<file path="config.mk">
export PLATFORM = sky130hd
export DESIGN_NAME = bfc_front
export DESIGN_NICKNAME = d
export VERILOG_FILES = /design/src/sv/bfc_pkg.sv /design/src/sv/bfc_front.sv
export SDC_FILE = /design/constraint.sdc
export NUM_CORES = 1
export LEC_CHECK = 0
export ABC_AREA = 1
export BUFFER_PORTS_ARGS = -buffer_cell sky130_fd_sc_hd__buf_2
export CORE_MARGIN = 1
export CORE_UTILIZATION = 48
export DETAILED_ROUTE_END_ITERATION = 6
export PLACE_DENSITY = 0.86
export SLEW_MARGIN = 20
export SYNTH_ARGS = -nofsm -noshare
export SYNTH_HDL_FRONTEND = slang
export SYNTH_SLANG_ARGS = --single-unit
</file>
<file path="constraint.sdc">
create_clock -name clk -period 2 [get_ports clk]
set_input_delay 0.4 -clock clk [delete_from_list [all_inputs] [get_ports clk]]
set_output_delay 0.4 -clock clk [all_outputs]
set_load 0.01 [all_outputs]
</file>
<file path="src/sv/bfc_pkg.sv">
// Shared types, constants and the CRC-16 byte update for the reply frame checker.
`timescale 1ns / 1ps

package bfc_pkg;

  // Default largest reply length that the byte counter tracks before saturating.
  localparam int MAX_FRAME_DEF = 1023;

  // Width of lengths carried in a frame record (covers the largest MAX_FRAME).
  localparam int LEN_W = 16;

  // Bytes around the core: ack, header, two length bytes, two CRC bytes.
  localparam int CORE_OVERHEAD = 6;

  // Depth of the record queue between the front and the back.
  localparam int QUEUE_DEPTH = 2;

  // Frame constants.
  localparam logic [15:0] CRC_POLY = 16'h1021;
  localparam logic [15:0] CRC_INIT = 16'hFFFF;
  localparam logic [7:0]  ACK_BYTE = 8'h00;
  localparam logic [7:0]  HDR_BYTE = 8'h80;

  // Result codes reported with each reply.
  typedef enum logic [2:0] {
    ERR_OK       = 3'd0,
    ERR_LENGTH   = 3'd1,
    ERR_ACK      = 3'd2,
    ERR_HEADER   = 3'd3,
    ERR_CORE_LEN = 3'd4,
    ERR_CRC      = 3'd5,
    ERR_SHORT    = 3'd6
  } err_t;

  // Everything the back needs to judge one finished reply.
  typedef struct packed {
    logic [LEN_W-1:0] frame_len;
    logic [9:0]       expect_len;
    logic [7:0]       ack;
    logic [7:0]       header;
    logic [15:0]      declared_len;
    logic [15:0]      core_head;
    logic [15:0]      crc;
    logic [15:0]      tail;
  } frame_rec_t;

  // One byte of CRC-16 (MSB first), unrolled over the eight bit steps.
  function automatic logic [15:0] crc_feed(input logic [15:0] crc, input logic [7:0] b);
    logic [15:0] c;
    c = crc ^ {b, 8'h00};
    for (int i = 0; i < 8; i++) begin
      c = c[15] ? ((c << 1) ^ CRC_POLY) : (c << 1);
    end
    return c;
  endfunction

endpackage

</file>
<file path="src/sv/bfc_front.sv">
// Front of the reply checker: takes bytes, tracks fields and CRC, emits one record per reply.
`timescale 1ns / 1ps

module bfc_front #(
  parameter int MAX_FRAME = bfc_pkg::MAX_FRAME_DEF
) (
  input  logic                clk,
  input  logic                rst,
  input  logic                in_valid,
  output logic                in_ready,
  input  logic [7:0]          rx_byte,
  input  logic                last_byte,
  input  logic [9:0]          expected_length,
  input  logic                rec_space,
  output logic                rec_push,
  output bfc_pkg::frame_rec_t rec
);

  localparam int CNT_W = $clog2(MAX_FRAME + 1);

  logic [CNT_W-1:0] byte_count, byte_count_next, count_inc;
  logic [15:0]      running_crc, running_crc_next, crc_upd;
  logic [7:0]       ack_byte, ack_byte_next, ack_upd;
  logic [7:0]       header_byte, header_byte_next, header_upd;
  logic [15:0]      declared_length, declared_length_next, decl_upd;
  logic [15:0]      core_head, core_head_next, head_upd;
  logic [15:0]      tail_bytes, tail_bytes_next, tail_upd;
  logic             accept;

  assign in_ready = rec_space;
  assign accept   = in_valid && in_ready;
  assign rec_push = accept && last_byte;

  // Field capture by position, delayed CRC and saturating byte count.
  always_comb begin
    ack_upd    = ack_byte;
    header_upd = header_byte;
    decl_upd   = declared_length;
    head_upd   = core_head;
    crc_upd    = running_crc;
    case (byte_count)
      CNT_W'(0): ack_upd          = rx_byte;
      CNT_W'(1): header_upd       = rx_byte;
      CNT_W'(2): decl_upd[7:0]    = rx_byte;
      CNT_W'(3): decl_upd[15:8]   = rx_byte;
      CNT_W'(4): head_upd[7:0]    = rx_byte;
      CNT_W'(5): head_upd[15:8]   = rx_byte;
      default:   crc_upd          = bfc_pkg::crc_feed(running_crc, tail_bytes[15:8]);
    endcase
    tail_upd  = {tail_bytes[7:0], rx_byte};
    count_inc = (byte_count < CNT_W'(MAX_FRAME)) ? byte_count + 1'b1 : byte_count;
  end

  // Record of the finished reply, built from the values after this byte.
  always_comb begin
    rec.frame_len    = bfc_pkg::LEN_W'(count_inc);
    rec.expect_len   = expected_length;
    rec.ack          = ack_upd;
    rec.header       = header_upd;
    rec.declared_len = decl_upd;
    rec.core_head    = head_upd;
    rec.crc          = crc_upd;
    rec.tail         = tail_upd;
  end

  // Next state: advance on each word, return to the start after the last one.
  always_comb begin
    byte_count_next      = byte_count;
    running_crc_next     = running_crc;
    ack_byte_next        = ack_byte;
    header_byte_next     = header_byte;
    declared_length_next = declared_length;
    core_head_next       = core_head;
    tail_bytes_next      = tail_bytes;
    if (accept) begin
      if (last_byte) begin
        byte_count_next      = '0;
        running_crc_next     = bfc_pkg::CRC_INIT;
        ack_byte_next        = '0;
        header_byte_next     = '0;
        declared_length_next = '0;
        core_head_next       = '0;
        tail_bytes_next      = '0;
      end else begin
        byte_count_next      = count_inc;
        running_crc_next     = crc_upd;
        ack_byte_next        = ack_upd;
        header_byte_next     = header_upd;
        declared_length_next = decl_upd;
        core_head_next       = head_upd;
        tail_bytes_next      = tail_upd;
      end
    end
  end

  always_ff @(posedge clk) begin
    if (rst) begin
      byte_count      <= '0;
      running_crc     <= bfc_pkg::CRC_INIT;
      ack_byte        <= '0;
      header_byte     <= '0;
      declared_length <= '0;
      core_head       <= '0;
      tail_bytes      <= '0;
    end else begin
      byte_count      <= byte_count_next;
      running_crc     <= running_crc_next;
      ack_byte        <= ack_byte_next;
      header_byte     <= header_byte_next;
      declared_length <= declared_length_next;
      core_head       <= core_head_next;
      tail_bytes      <= tail_bytes_next;
    end
  end

  // A reply always restarts from position zero with a fresh CRC.
  assert property (@(posedge clk) disable iff (rst)
    rec_push |=> (byte_count == '0) && (running_crc == bfc_pkg::CRC_INIT))
    else $error("front did not restart after the last word");

  // The counter never passes its saturation point.
  assert property (@(posedge clk) disable iff (rst)
    byte_count <= CNT_W'(MAX_FRAME))
    else $error("byte count beyond saturation");

endmodule

</file>
Yosys cells after proc, flatten, opt, wreduce, memory -nomap -nowiden

Index checks and enable logic that the tools add are counted.

Flip-flop bits (word level): 90
Latch bits: 0
Memory bits (writable): 0
Bits in read-only memories: 0
Input port bits: 23
Output and inout bits: 108
Logic and storage cells: 50
Memories kept: 0

Add/subtract/negate cells: 1
$mul: 0
Div/mod/pow operators: 0
$lt $le $gt $ge: 1
Eq/ne operators: 5
Shifts and indexed selects: 0
Muxes and demuxes: 23
Bitwise gates (word level): 9
Reduce and logical (&&, ||, !) cells: 4

Operators with widths:

| operator                                       | number |
|---|---|
| two-way mux 13 bit                             | 8 |
| two-way mux 16 bit                             | 5 |
| two-way mux 8 bit                              | 8 |
| inverter 3 bit                                 | 8 |
| == test 10 x 2 -> 1 bit, second input constant | 2 |
| == test 10 x 3 -> 1 bit, second input constant | 2 |
| two-way mux 10 bit                             | 2 |
| XOR 16 bit                                     | 1 |
| adder 10 x 1 -> 10 bit, second input constant  | 1 |
| == test 10 x 1 -> 1 bit, second input constant | 1 |
| logical NOT 10 bit                             | 1 |
| < comparator 10 bit, second input constant     | 1 |
| OR reduction 6 bit                             | 1 |
| logical AND 1 bit                              | 2 |

Longest topological paths before layout

Depth in word-level cells: 19
Mapped depth: 12

Least setup slack after synthesis

Ideal clock, no wire load.

Kind: register -> output
Start: register byte_count[0]
End: output rec[28] in the netlist's numbering
Arrival time: 1.555 ns
Path slack: 0.045 ns
Stages on the path, launching flop included: 10
Path buffers: 1
Cell sequence: dfxtp_1 inv_1 ha_1 nand2_1 inv_1 o21ai_0 nand3_2 buf_6 nand2_1 and2_1

RTL lines:

| what                     | line             | source |
|---|---|---|
| start: declaration       | bfc_front.sv:21  | `logic [CNT_W-1:0] byte_count, byte_count_next, count_inc;` |
| start signal: assignment | bfc_front.sv:106 | `byte_count <= byte_count_next;` |
| end: declaration         | bfc_front.sv:16  | `output bfc_pkg::frame_rec_t rec` |

==> flow_metrics.py <==
metrics = {
    "critical_path": {
        "critPathKind": "reg -> out",
        "crit_required_ns": 1.60,
        "critPathMaxStageDelay_ns": 0.40,
        "cp_top_family": "simple AND/OR/NAND/NOR gates",
        "critical_path_arrival_ns": 2.09,
        "crit_slowest_cell": "dfxtp_2",
        "path_max_fanout": 8,
        "endpoint_kind": "output pin",
        "path_buf_inv": 4,
        "critPathMostFrequentCell": "buf_6",
        "rrSetupSlack_ns": -0.02,
        "cp-start-kind": "flip-flop",
        "path_cells": "buf_6, ha_4, nand2_4, buf_6, nor2_4, nor2_4, nand3_4, buf_12, nand2_2, and2_4, buf_6",
    },
    "synth": {
        "synth_edf_count": 0,
        "ys.flop_type": "dfxtp_1",
        "synth.yosys.seq_area_share_pct": 35.1,
        "ys_types": 31,
        "yosysWarningCount": 0,
        "synth_area_per_cell_um2": 6.43,
        "syn-cell-area_um2": 5130,
        "ys_ff_latch": 90,
        "async_reset_ff_share_pct": 0,
        "synthCells": 799,
    },
    "timing": {
        "clock.fmax_mhz": 401,
        "rsz0062_at_grt": "yes",
        "setup_slack_ns": -0.493,
        "slew_viol_final": 0,
        "hold_violations": 0,
        "min_period_over_period_pct": 125,
        "min_period_ns": 2.49,
        "setup_viol": 75,
        "fin_skew_ns": 0.0266,
        "worstMarginPinSlew_ns": 0.833,
        "relSlewSlack_pct": 44.4,
    },
    "place": {
        "dpl_cell_area_um2": 5710,
        "dp.cells": 1005,
        "place_congestion": 0.922,
        "dp_hpwl_um": 9060,
        "port_buffers": 104,
    },
    "floorplan": {
        "core_um2": 10400,
        "start_util_pct": 49.5,
        "die_h_um": 105,
        "io_pins": 131,
        "die_w_um": 105,
        "die-area_um2": 11100,
        "row_count": 37,
    },
    "clocking": {
        "cts_sinks": 90,
        "clk_latency_ns": 0.39,
        "cts_inserted_buffers": 9,
        "cts_max_path_buffers": 2,
        "htreeDepth": 3,
        "root_buffer": "clkbuf_8",
        "clk_pin_slew_ns": 0.11,
        "tritoncts": "done",
    },
    "layout": {
        "final_cells": 1059,
        "drive_gt1_share_pct": 42.5,
        "finalNetCount": 945,
        "most-common-layout-cells": "261 x nand2_1, 90 x a21oi_1, 80 x dfxtp_1",
        "area_growth_pct": 49.4,
        "diodes": 0,
        "final_common_cell": "nand2_1",
        "final_area_um2": 7670,
    },
    "run": {
        "cap_violations": 0,
    },
    "route": {
        "ant_nets": 0,
        "wire_per_inst_um": 17.8,
        "drt_wl_total_um": 18900,
        "first_pass_iters": 6,
        "viasPerCell": 5.61,
        "drc": 0,
        "routed-via-count": 5939,
        "drtIter0Drc": 525,
    },
    "run_status": {
        "violations": "negative setup slack",
        "status": "finished with violations",
    },
    "pwr": {
        "max-vdd-ir-drop_mv": 0.522,
        "power_leakage_uw": 0.00336,
        "power_uw": 3780,
        "p_per_area_nw_per_um2": 493,
    },
    "grt": {
        "grt_pass1_vias": 5160,
        "grt_pass1_wl_um": 24400,
        "gr-total-overflow": 0,
        "track_usage_pct": 27.6,
        "antenna_found_initial": 0,
        "grt_max_degree": 75,
    },
    "min_path": {
        "hp-class": "in -> reg",
    },
}
[where the power goes]
group	total (uW)	switching [uW]	internal (uW)
clock network	1200	710	494
logic	721	443	277
registers	1850	36.2	1820
total	3780	1190	2590
[cell usage after synthesis (all sizes together) (4+ instances only)]
cell    instances  area share, %
and2            7           0.85
ha              4           0.97
nand2         328             24
dfxtp          90             35
clkbuf         20            1.5
nand3          47            5.0
o21ai          37            4.1
nor2           37            3.9
inv            54            3.9
buf            51            7.0
a21oi         108             11
xnor2           4           0.68
xor2            5           0.85
[worst min-delay path, cell delays in order]
cell	delay [ns]
buf_2	0.12
nand2_1	0.06
a21oi_1	0.06
[kinds of logic after synthesis]
logic type / count (synthesis) / synth area share [%]
buffers and inverters: 125 / 12.5
adders and majority gates: 4 / 0.975
xor gates and xnor gates: 9 / 1.53
AOI/OAI and AO/OA: 145 / 14.9
other: 1 / 0.0730
DFF: 90 / 35.1
and+or+nand+nor: 425 / 34.9
[stage by stage]
stage / worst slack (ns) / setup TNS (ns) / util, % / hold slack, ns
6_report: -0.493 / -23.61 / 74.0 / 0.300
4_1_cts: -0.344 / -14.26 / 64.0 / 0.283
3_3_place_gp: 0.0377 / 0 / 55.0 / 0.449
2_1_floorplan: 0.0447 / 0 / - / 0.437
3_5_place_dp: 0.0164 / 0 / 55.0 / 0.456
5_1_grt: -0.548 / -27.45 / 74.0 / 0.294
[final timing paths]
| check | endpoint | depth (start not counted) | startpoint |
|---|---|---|---|
| max reg2reg | byte_count[7] | 14 | byte_count[4] |
| max | rec[16] | 11 | byte_count[1] |
| min | tail_bytes[5] | 3 | rx_byte[5] |
| min reg2reg | ack_byte[5] | 2 | ack_byte[5] |
[cell type report]
class	count	area, um2
Clock buffer	11	141
Clock inverter	5	36.3
Fill cell	694	2700
Inverter	54	223
Multi-Input combinational cell	589	3710
Sequential cell	90	1830
Tap cell	136	170
Timing Repair Buffer	174	1560
[metal layers]
| metal | global-route usage [%] | up-vias | routed length, um |
|---|---|---|---|
| li1 | - | 2724 | - |
| met3 | 6.31 | 95 | 1640 |
| met4 | 13.1 | 0 | 1030 |
| met2 | 46.9 | 354 | 9350 |
| met5 | 0 | - | 0 |
| met1 | 32.8 | 2766 | 6840 |
[registers in the layout, indices dropped and copies added, names as in the netlist]
register	count
running_crc	16
tail_bytes	16
core_head	16
ack_byte	8
header_byte	8
byte_count	10
declared_length	16
[repair_timing]
item	4_1_cts	5_1_grt
buffers inserted	19	21
resized for setup	155	208
pin swaps	28	26
endpoints found under the setup margin	74	75
gates cloned	4	2
hold buffers	0	0
Note: power is estimated with default switching activity, not from simulation.
